### src/sv/div64_pkg.sv
// Shared types and constants for the 64-bit signed/unsigned divider.
package div64_pkg;

   // Width of the data fields on the request and response ports.
   localparam int PORT_WIDTH = 64;

   // Division mode carried by each request.
   localparam logic CMD_UNSIGNED = 1'b0;
   localparam logic CMD_SIGNED   = 1'b1;

   // Status of the shift-subtract unit as seen by the sequencer.
   typedef struct packed {
      logic busy;
      logic done;
   } div64_status_type;

endpackage

### src/sv/div64_cneg.sv
// Conditional two's complement negator shared by the sign fix-up steps.
module div64_cneg #(
   parameter int DATA_WIDTH = 64
) (
   input  logic                  enable,
   input  logic [DATA_WIDTH-1:0] value,
   output logic [DATA_WIDTH-1:0] result
);

   // Negate when enabled, otherwise pass the value unchanged.
   assign result = enable ? (~value + DATA_WIDTH'(1)) : value;

endmodule

### src/sv/div64_core.sv
// Restoring shift-subtract division unit, one quotient bit per cycle.
module div64_core #(
   parameter int DATA_WIDTH = 64
) (
   input  logic                         clock,
   input  logic                         reset,
   input  logic                         start,
   input  logic [DATA_WIDTH-1:0]        dividend,
   input  logic [DATA_WIDTH-1:0]        divisor,
   output div64_pkg::div64_status_type  status,
   output logic [DATA_WIDTH-1:0]        quotient,
   output logic [DATA_WIDTH-1:0]        remainder
);
   import div64_pkg::*;

   localparam int CNT_W = (DATA_WIDTH > 1) ? $clog2(DATA_WIDTH) : 1;
   localparam logic [CNT_W-1:0] LAST_STEP = CNT_W'(DATA_WIDTH - 1);

   logic                  busy_ff, busy_in;
   logic [CNT_W-1:0]      cnt_ff, cnt_in;
   logic [DATA_WIDTH-1:0] quo_ff, quo_in;
   logic [DATA_WIDTH-1:0] rem_ff, rem_in;
   logic [DATA_WIDTH-1:0] div_ff, div_in;

   logic [DATA_WIDTH:0]   shifted;
   logic [DATA_WIDTH+1:0] diff;
   logic                  borrow;
   logic                  last;

   // Trial subtraction of the divisor from the shifted partial remainder.
   assign shifted = {rem_ff, quo_ff[DATA_WIDTH-1]};
   assign diff    = {1'b0, shifted} - {2'b00, div_ff};
   assign borrow  = diff[DATA_WIDTH+1];
   assign last    = busy_ff && (cnt_ff == LAST_STEP);

   // Next-state logic: load on start, then shift one quotient bit in per cycle.
   always_comb begin
      busy_in = busy_ff;
      cnt_in  = cnt_ff;
      quo_in  = quo_ff;
      rem_in  = rem_ff;
      div_in  = div_ff;
      if (start) begin
         busy_in = 1'b1;
         cnt_in  = '0;
         quo_in  = dividend;
         rem_in  = '0;
         div_in  = divisor;
      end else if (busy_ff) begin
         quo_in = {quo_ff[DATA_WIDTH-2:0], ~borrow};
         rem_in = borrow ? shifted[DATA_WIDTH-1:0] : diff[DATA_WIDTH-1:0];
         cnt_in = cnt_ff + CNT_W'(1);
         if (last) begin
            busy_in = 1'b0;
         end
      end
   end

   // Control state is reset; the datapath registers are not.
   always_ff @(posedge clock) begin
      if (reset) begin
         busy_ff <= 1'b0;
         cnt_ff  <= '0;
      end else begin
         busy_ff <= busy_in;
         cnt_ff  <= cnt_in;
      end
      quo_ff <= quo_in;
      rem_ff <= rem_in;
      div_ff <= div_in;
   end

   assign status.busy = busy_ff;
   assign status.done = last;
   assign quotient    = quo_ff;
   assign remainder   = rem_ff;

endmodule

### src/sv/divider_64bit_signed_unsigned.sv
// Top level of the 64-bit signed/unsigned integer divider.
// A request is taken only in S_IDLE, so the next one waits until the last has left the
// sequencer. The shift-subtract unit retires one quotient bit per cycle; operand and
// result sign fix-up share one negator in S_NEG_A, S_NEG_B, S_NEG_Q and S_NEG_R; S_START
// loads the unit, and S_NEG_R holds until the response register is free.
// A new request is taken while a finished response still waits on rsp_ready.
// Reset (synchronous, active high) returns the sequencer to idle and drops rsp_valid.
module divider_64bit_signed_unsigned #(
   parameter int DATA_WIDTH = 64
) (
   input  logic        clock,
   input  logic        reset,
   input  logic        req_valid,
   output logic        req_ready,
   input  logic        req_command,
   input  logic [63:0] req_dividend,
   input  logic [63:0] req_divisor,
   output logic        rsp_valid,
   input  logic        rsp_ready,
   output logic [63:0] rsp_quotient,
   output logic [63:0] rsp_remainder,
   output logic        rsp_div_by_zero
);
   import div64_pkg::*;

   typedef enum logic [2:0] {
      S_IDLE,
      S_NEG_A,
      S_NEG_B,
      S_START,
      S_DIVIDE,
      S_NEG_Q,
      S_NEG_R
   } state_type;

   state_type             state_ff, state_in;
   logic [DATA_WIDTH-1:0] op_a_ff, op_a_in;
   logic [DATA_WIDTH-1:0] op_b_ff, op_b_in;
   logic                  sign_a_ff, sign_a_in;
   logic                  sign_b_ff, sign_b_in;
   logic                  dbz_ff, dbz_in;
   logic [DATA_WIDTH-1:0] quo_ff, quo_in;
   logic                  rsp_valid_ff, rsp_valid_in;
   logic [63:0]           rsp_quotient_ff, rsp_quotient_in;
   logic [63:0]           rsp_remainder_ff, rsp_remainder_in;
   logic                  rsp_dbz_ff, rsp_dbz_in;

   logic                  req_fire;
   logic                  rsp_free;
   logic                  is_signed;
   logic [DATA_WIDTH-1:0] in_a;
   logic [DATA_WIDTH-1:0] in_b;

   logic                  neg_en;
   logic [DATA_WIDTH-1:0] neg_value;
   logic [DATA_WIDTH-1:0] neg_result;

   div64_status_type      core_status;
   logic [DATA_WIDTH-1:0] core_quotient;
   logic [DATA_WIDTH-1:0] core_remainder;

   assign req_ready = (state_ff == S_IDLE);
   assign req_fire  = req_valid && req_ready;
   assign rsp_free  = !rsp_valid_ff || rsp_ready;
   assign is_signed = (req_command == CMD_SIGNED);
   assign in_a      = req_dividend[DATA_WIDTH-1:0];
   assign in_b      = req_divisor[DATA_WIDTH-1:0];

   // The shared negator is steered by the current fix-up step.
   always_comb begin
      neg_en    = 1'b0;
      neg_value = op_a_ff;
      unique case (state_ff)
         S_NEG_A: begin
            neg_en    = sign_a_ff;
            neg_value = op_a_ff;
         end
         S_NEG_B: begin
            neg_en    = sign_b_ff;
            neg_value = op_b_ff;
         end
         S_NEG_Q: begin
            neg_en    = sign_a_ff ^ sign_b_ff;
            neg_value = core_quotient;
         end
         S_NEG_R: begin
            neg_en    = sign_a_ff;
            neg_value = core_remainder;
         end
         default: begin
            neg_en    = 1'b0;
            neg_value = op_a_ff;
         end
      endcase
   end

   div64_cneg #(
      .DATA_WIDTH(DATA_WIDTH)
   ) u_cneg (
      .enable(neg_en),
      .value (neg_value),
      .result(neg_result)
   );

   div64_core #(
      .DATA_WIDTH(DATA_WIDTH)
   ) u_core (
      .clock    (clock),
      .reset    (reset),
      .start    (state_ff == S_START),
      .dividend (op_a_ff),
      .divisor  (op_b_ff),
      .status   (core_status),
      .quotient (core_quotient),
      .remainder(core_remainder)
   );

   // Sequencer next state and response register updates.
   always_comb begin
      state_in         = state_ff;
      op_a_in          = op_a_ff;
      op_b_in          = op_b_ff;
      sign_a_in        = sign_a_ff;
      sign_b_in        = sign_b_ff;
      dbz_in           = dbz_ff;
      quo_in           = quo_ff;
      rsp_valid_in     = rsp_valid_ff && !rsp_ready;
      rsp_quotient_in  = rsp_quotient_ff;
      rsp_remainder_in = rsp_remainder_ff;
      rsp_dbz_in       = rsp_dbz_ff;
      unique case (state_ff)
         S_IDLE: begin
            if (req_fire) begin
               op_a_in   = in_a;
               op_b_in   = in_b;
               sign_a_in = is_signed && in_a[DATA_WIDTH-1];
               sign_b_in = is_signed && in_b[DATA_WIDTH-1];
               dbz_in    = (in_b == '0);
               state_in  = S_NEG_A;
            end
         end
         S_NEG_A: begin
            op_a_in  = neg_result;
            state_in = S_NEG_B;
         end
         S_NEG_B: begin
            op_b_in  = neg_result;
            state_in = S_START;
         end
         S_START: begin
            state_in = S_DIVIDE;
         end
         S_DIVIDE: begin
            if (core_status.done) begin
               state_in = S_NEG_Q;
            end
         end
         S_NEG_Q: begin
            quo_in   = neg_result;
            state_in = S_NEG_R;
         end
         S_NEG_R: begin
            // Hold here until the response register is free.
            if (rsp_free) begin
               rsp_valid_in     = 1'b1;
               rsp_quotient_in  = dbz_ff ? 64'd0 : 64'(quo_ff);
               rsp_remainder_in = dbz_ff ? 64'd0 : 64'(neg_result);
               rsp_dbz_in       = dbz_ff;
               state_in         = S_IDLE;
            end
         end
         default: begin
            state_in = S_IDLE;
         end
      endcase
   end

   // State and registered outputs.
   always_ff @(posedge clock) begin
      if (reset) begin
         state_ff     <= S_IDLE;
         rsp_valid_ff <= 1'b0;
      end else begin
         state_ff     <= state_in;
         rsp_valid_ff <= rsp_valid_in;
      end
      op_a_ff          <= op_a_in;
      op_b_ff          <= op_b_in;
      sign_a_ff        <= sign_a_in;
      sign_b_ff        <= sign_b_in;
      dbz_ff           <= dbz_in;
      quo_ff           <= quo_in;
      rsp_quotient_ff  <= rsp_quotient_in;
      rsp_remainder_ff <= rsp_remainder_in;
      rsp_dbz_ff       <= rsp_dbz_in;
   end

   assign rsp_valid       = rsp_valid_ff;
   assign rsp_quotient    = rsp_quotient_ff;
   assign rsp_remainder   = rsp_remainder_ff;
   assign rsp_div_by_zero = rsp_dbz_ff;

   // The divider unit never runs while a new request can be taken.
   assert property (@(posedge clock) disable iff (reset)
      !(req_ready && core_status.busy))
      else $error("divider unit busy while request port is ready");

   // An accepted request always enters the operand fix-up step.
   assert property (@(posedge clock) disable iff (reset)
      req_fire |=> (state_ff == S_NEG_A))
      else $error("accepted request did not start operand fix-up");

   // A divide-by-zero response carries zero results.
   assert property (@(posedge clock) disable iff (reset)
      (rsp_valid && rsp_div_by_zero) |-> (rsp_quotient == 64'd0 && rsp_remainder == 64'd0))
      else $error("divide-by-zero response with nonzero results");

   // Response bits above the data width are always zero.
   assert property (@(posedge clock) disable iff (reset)
      rsp_valid |-> ((rsp_quotient >> DATA_WIDTH) == 64'd0
                     && (rsp_remainder >> DATA_WIDTH) == 64'd0))
      else $error("response bits set above the data width");

   // The unit reports completion only while the sequencer waits for it.
   assert property (@(posedge clock) disable iff (reset)
      core_status.done |-> (state_ff == S_DIVIDE))
      else $error("divider completion outside the divide step");

endmodule

### config.mk
export PLATFORM = sky130hd
export DESIGN_NAME = divider_64bit_signed_unsigned
export DESIGN_NICKNAME = d
export VERILOG_FILES = /design/src/sv/div64_pkg.sv /design/src/sv/div64_cneg.sv /design/src/sv/div64_core.sv /design/src/sv/divider_64bit_signed_unsigned.sv
export SDC_FILE = /design/constraint.sdc
export NUM_CORES = 1
export LEC_CHECK = 0
export ABC_AREA = 1
export BUFFER_PORTS_ARGS = -buffer_cell sky130_fd_sc_hd__buf_2
export CAP_MARGIN = 25
export CORE_MARGIN = 5
export CORE_UTILIZATION = 50
export DETAILED_ROUTE_END_ITERATION = 12
export PLACE_DENSITY = 0.69
export SYNTH_ARGS = -nofsm -noshare
export SYNTH_HDL_FRONTEND = slang
export SYNTH_SLANG_ARGS = --single-unit
### constraint.sdc
create_clock -name clock -period 21.6 [get_ports clock]
set_input_delay 2.16 -clock clock [delete_from_list [all_inputs] [get_ports clock]]
set_output_delay 2.16 -clock clock [all_outputs]
set_load 0.01 [all_outputs]
==> flow_summary.toml, run 1 <==
[die]
core_mm2 = 0.0604
dieHeight_um = 257
num_rows = 90
io_pins = 264
start_util_pct = 50.5
die_width_um = 257
design.die.area_mm2 = 0.0660

[worst_setup_path]
start_kind = "register"
crit_fanout = 74
end_kind = "register"
crit_type = "reg2reg"
required_ns = 21.95
r2r_slack_ns = 16.75
worstPathArrival_ns = 5.20
r2r-end = "op_a_ff[14]$_DFFE_PP_"
r2r-start = "state_ff[2]$_SDFFE_PP0P_"
rr_worst_depth = 13

[sta]
fin_crit_ns = 4.85
rsz0062_at_grt = "false"
report.final.slew_viol_count = 0
finalClockSkew_ns = 0.0234
fin_crit_sh_pct = 22.4
max_clock_freq_ghz = 0.206
final_hold_viol_count = 0
worst_slew_pin_slew_ns = 1.04
tns_ns = 0
slew_headroom_pct = 30.4
setup_violations = 0

[worst_hold_path]
hold_depth = 0
holdPathEnd = "u_core.div_ff[26]$_DFFE_PP_"
hp-class = "reg2reg"
hold_start = "op_b_ff[26]$_DFFE_PP_"

[cts]
path_clk_slew_ns = 0.07
htreeDepth = 2
cts_tree = "yes"
cts_resized = 0
cts_buffer_depth = 3
cts_sinks = 527
root_buffer = "clkbuf_16"
clk-insertion-delay-late_ns = 0.63
postCtsSetupBuffers = 0
cts_made_buffers = 55
hold_buffers = 0

[yosys]
ys_types = 57
synth_largest_area_cell = "edfxtp_1"
synth-seq-area-share_pct = 49.4
synth.most_common_cell = "nand2_1"
synth-main-ff-cell = "edfxtp_1"
synth_cells = 3875
synth_top_area_share_pct = 44.5
yosysWarningCount = 0
synth_seq_cells = 527
syn_avg_cell_area_um2 = 7.87
synth_edf_count = 452
synthTopCellsByArea = "edfxtp_1 45%, nand2_1 14%, inv_1 6.6%, nor2_1 5.7%, nand3_1 5.5%"
synthArstFlopShare_pct = 0
synth_commonest_cells = "1,103 x nand2_1, 533 x inv_1, 461 x nor2_1"
synth_fp_nets = 4075
synth_area_mm2 = 0.0305

[drt]
firstDrtPassIters = 6
vias = 27600
drc = 0
routed_via_density = 5.61
totalWireLength_um = 108000
wl_per_cell_um = 21.9
drt_iter0_markers = 3391
antenna_left = 0

[pwr]
p_leak_uw = 0.0156
p_comb_share_pct = 36.3
p_per_area_mw_per_mm2 = 110
cell_internal_pwr_uw = 2250
power_frac_seq_pct = 37.4
swShare_pct = 40.2
clockPowerShare_pct = 26.3
p_switching_uw = 1520
irDropWorstVdd_uv = 81.1

[global_route]
grt_pass1_wl_um = 159000
grt_pass1_vias = 25500
grt_max_degree = 100
grtUsageTotal_pct = 31.4
grt-ovfl-total = 0
antenna_found_initial = 1

[placed_design]
hpwl_um = 81900
place_inst = 4813
place.gp.congestion = 1.02
io_buffers = 263

[finish]
layout-area-overhead-vs-synth_pct = 12.4
final_layout_size_suffix_gt1_share_pct = 11.8
instances_no_fill = 4917
diodes = 0
layout.nets = 4288

[job]
cap_violations = 0

[outcome]
status = "finished, final reports clean"
-- how the worst max path moves through the flow --
stage	cells after the start	start	endpoint	slack [ns]
after CTS	13	state_ff[2]$_SDFFE_PP0P_	op_a_ff[14]$_DFFE_PP_	16.79
after floorplan	2	rsp_ready	rsp_div_by_zero$_DFFE_PP_	12.50
final	13	state_ff[2]$_SDFFE_PP0P_	op_a_ff[14]$_DFFE_PP_	16.75
after global routing	13	state_ff[2]$_SDFFE_PP0P_	op_a_ff[14]$_DFFE_PP_	16.43
after global placement	13	state_ff[2]$_SDFFE_PP0P_	op_b_ff[14]$_DFFE_PP_	16.92
after detailed placement	13	state_ff[2]$_SDFFE_PP0P_	op_a_ff[14]$_DFFE_PP_	16.80
-- critical path: stages (launching register included) --
cell,delay (ns)
dfxtp_2,0.31
buf_4,0.63
inv_2,0.28
nand3_4,0.46
buf_4,0.69
nand2_1,0.10
o211ai_1,0.11
and2_1,0.19
buf_4,0.24
inv_2,0.16
buf_4,0.34
nand2_1,0.30
xor2_1,0.55
o21ai_0,0.16
-- cells by family after synthesis --
group	count (synthesis)	share of synthesized area, %
flops	527	49.4
compound gates	423	7.41
xor+xnor	56	1.66
buf+inv	684	8.98
simple gates	2118	29.7
fa+ha+maj	67	2.77
-- state kept, by name (all words and copies together), names as in the netlist --
| register | count |
|---|---|
| u_core.quotient | 64 |
| sign_a_ff | 1 |
| u_core.div_ff | 64 |
| u_core.cnt_ff | 6 |
| op_a_ff | 64 |
| rsp_remainder | 64 |
| rsp_quotient | 64 |
| quo_ff | 64 |
| op_b_ff | 64 |
| u_core.remainder | 64 |
| dbz_ff | 1 |
| rsp_div_by_zero | 1 |
| rsp_valid | 1 |
| u_core.busy_ff | 1 |
| state_ff | 3 |
| sign_b_ff | 1 |
-- power by group through the flow --
| stage | combinational (uW) | clock (uW) | sequential [uW] |
|---|---|---|---|
| final | 1370 | 991 | 1410 |
| after global routing | 1510 | 1040 | 1420 |
| after CTS | 1340 | 998 | 1400 |
| after detailed placement | 1330 | 0 | 1420 |
| after global placement | 1320 | 0 | 1420 |
| after floorplan | 943 | 0 | 1360 |
-- layout by cell type, fill, tap and decap left out, types with 66 or more instances in the layout --
| master | netlist | layout |
|---|---|---|
| a21oi_1 | 113 | 112 |
| buf_2 | 32 | 264 |
| dfxtp_1 | 75 | 74 |
| edfxtp_1 | 452 | 452 |
| ha_1 | 66 | 66 |
| inv_1 | 533 | 533 |
| nand2_1 | 1103 | 1099 |
| nand3_1 | 334 | 334 |
| nor2_1 | 461 | 457 |
| o21ai_0 | 219 | 219 |
-- cell type report --
type / count / area (um2)
Clock inverter: 37 / 430
Clock buffer: 67 / 1420
Sequential cell: 527 / 15100
Tap cell: 782 / 978
Fill cell: 5594 / 26100
Multi-Input combinational cell: 2664 / 12700
Timing Repair Buffer: 292 / 1530
Inverter: 548 / 2070
-- metal layers --
metal	vias up	wire, um	global-route usage, %
met2	1487	45100	45.8
met1	12900	46800	47.8
met3	184	12400	6.31
li1	13000	-	-
met5	-	0	0
met4	0	3410	8.65
-- through the flow --
stage	hold slack, ns	total power (uW)	util (%)	setup slack (ns)	instance area [um2]
2_1_floorplan	0.426	2300	-	12.50	30500
3_3_place_gp	0.429	2740	53.7	16.92	32400
3_5_place_dp	0.434	2750	53.7	16.80	32400
4_1_cts	0.448	3740	56.8	16.79	34300
5_1_grt	0.463	3970	56.8	16.43	34300
6_report	0.446	3770	56.8	16.75	34300
No activity file was read; power rests on OpenSTA's default activity.
==> run 2, diff against run 1 <==
- clock period: 21.6 -> 4.9 ns (I/O delays scaled with it)
==> run 2 against run 1 <==
  * Combinational power rose to 4.4 times the previous value
  * Total power rose to 4.4 times the previous value
  * Clock skew rose by 0.0074 ns
  * Critical path type unchanged
  * Sequential power rose to 4.4 times the previous value
  * Sequential cell count did not move
  * Highest routed layer is now met5
  * Clock power rose to 4.4 times the previous value
  * First-iteration DRC count fell by 2.3%
  * Register-to-register slack got worse by 16 ns
  * Largest cell class unchanged
  * Maximum frequency rose by 19%
  * Final cell count rose by 0.24%
  * Sequential share of layout area fell by 0.26 points
  * Via count rose by 0.23%
==> flow_summary.toml, run 2 (synthesized netlist as in run 1, its figures left out) <==
[outcome]
status = "finished, final reports clean"

[drt]
firstDrtPassIters = 6
drc = 0
antenna_left = 0
wl_per_cell_um = 21.7
totalWireLength_um = 107000
drt_iter0_markers = 3312
routed_via_density = 5.61
vias = 27600

[cts]
root_buffer = "clkbuf_16"
cts_made_buffers = 56
cts_resized = 0
cts_tree = "yes"
cts_buffer_depth = 3
postCtsSetupBuffers = 0
clk-insertion-delay-late_ns = 0.62
htreeDepth = 2
path_clk_slew_ns = 0.06
cts_sinks = 527
hold_buffers = 0

[sta]
max_clock_freq_ghz = 0.245
finalClockSkew_ns = 0.0308
setup_violations = 0
fin_crit_ns = 4.08
rsz0062_at_grt = "false"
final_hold_viol_count = 0
setup_ws_ns = 0.817
slew_headroom_pct = 32.0
fin_crit_sh_pct = 83.3
worst_slew_pin_slew_ns = 1.02
report.final.slew_viol_count = 0
tns_ns = 0

[global_route]
antenna_found_initial = 3
grt-ovfl-total = 0
grtUsageTotal_pct = 31.2
grt_pass1_wl_um = 159000
grt_pass1_vias = 25300
grt_max_degree = 101

[placed_design]
io_buffers = 263
dp_worst_setup_slack_ns = 0.930
hpwl_um = 82600
place.gp.congestion = 1.06

[pwr]
cell_internal_pwr_uw = 9980
p_per_area_mw_per_mm2 = 483
power_uw = 16600
clockPowerShare_pct = 26.2
swShare_pct = 40.0
p_comb_share_pct = 36.5
p_leak_uw = 0.0157
irDropWorstVdd_uv = 355
p_switching_uw = 6660
power_frac_seq_pct = 37.2

[die]
io_pins = 264
dieHeight_um = 257
die_width_um = 257
design.die.area_mm2 = 0.0660
start_util_pct = 50.5
core_mm2 = 0.0604
num_rows = 90

[worst_setup_path]
required_ns = 5.24
crit_type = "reg2reg"
rr_worst_depth = 12
r2r-end = "op_b_ff[44]$_DFFE_PP_"
worstPathArrival_ns = 4.43
end_kind = "register"
start_kind = "register"
r2r-start = "state_ff[1]$_SDFFE_PP0P_"
crit_fanout = 37
r2r_slack_ns = 0.82

[worst_hold_path]
hold_start = "req_dividend[40]"
hold_depth = 3
holdPathEnd = "op_a_ff[40]$_DFFE_PP_"
hp-class = "in2reg"

[finish]
final_layout_size_suffix_gt1_share_pct = 12.2
multiInputGateArea_mm2 = 0.0127
mostFrequentLayoutCells = "1,099 x nand2_1, 533 x inv_1, 457 x nor2_1"
fillers = 5755
layout-area-overhead-vs-synth_pct = 13.0
layout.nets = 4302
regArea_mm2 = 0.0151
final_common_cell = "nand2_1"

[job]
cap_violations = 0
==> run 2: cell count changes in the layout (fill, tap and decap cells not counted), moves of 2 or more <==
cell	previous run	this run
buf_12	0	7
clkbuf_1	12	6
clkinv_4	1	7
buf_4	28	33
clkbuf_16	55	57
clkbuf_8	0	2
clkinv_8	2	0
clkinvlp_4	5	3
==> run 2: power groups by stage <==
stage          clock network (uW)  registers [uW]  logic [uW]
2_1_floorplan                   0            5980        4160
3_3_place_gp                    0            6260        5870
3_5_place_dp                    0            6250        5910
4_1_cts                      4410            6160        5950
5_1_grt                      4600            6230        6700
6_report                     4370            6200        6080
==> run 2: worst max-delay path by stage <==
stage / from / end / slack (ns) / depth (start not counted)
global placement: state_ff[1]$_SDFFE_PP0P_ / op_b_ff[14]$_DFFE_PP_ / 0.73 / 11
detailed placement: state_ff[1]$_SDFFE_PP0P_ / op_b_ff[14]$_DFFE_PP_ / 0.93 / 12
global route: state_ff[1]$_SDFFE_PP0P_ / op_b_ff[14]$_DFFE_PP_ / 0.62 / 12
finish: state_ff[1]$_SDFFE_PP0P_ / op_b_ff[44]$_DFFE_PP_ / 0.82 / 12
CTS: state_ff[1]$_SDFFE_PP0P_ / op_b_ff[14]$_DFFE_PP_ / 0.91 / 12
floorplan: state_ff[2]$_SDFFE_PP0P_ / u_core.quotient[0]$_DFFE_PP_ / 0.68 / 7
==> run 2: layout make-up <==
class | instances | share of cell area [%]
repair buffers | 305 | 5.00
well taps | 782 | 2.84
clock inverters | 37 | 1.12
inverters | 548 | 6.02
diodes | 1 | 0.00726
clock buffers | 65 | 4.28
multi-input cells | 2664 | 37.0
flip-flops and latches | 527 | 43.7
==> run 2: layer usage <==
metal  GRT usage, %  up-vias  share of wire (%)
met4           9.35        4                3.3
met1           47.7    13000                 44
met5              0        -              0.020
met3           6.14      148                 11
met2           45.0     1448                 42
li1               -    13000                  -
==> run 2: per-stage QoR <==
stage	hold slack, ns	utilization, %	instances	area, um2
floorplan	0.426	-	3875	30500
global placement	0.431	54.0	4824	32600
detailed placement	0.438	54.0	4825	32600
CTS	0.114	57.1	4927	34500
global route	0.140	57.1	4928	34500
finish	0.139	57.1	4929	34500
==> run 2: worst max-delay path, stage by stage, from the launching register on <==
cell	delay, ns
dfxtp_1	0.97
nand2_8	0.11
nor2_4	0.70
o21ai_1	0.14
and2_1	0.23
inv_2	0.45
o21ai_2	0.21
nand3_2	0.20
clkinv_1	0.24
nand4_1	0.18
nand2_1	0.17
nand2_1	0.14
nand2_1	0.06
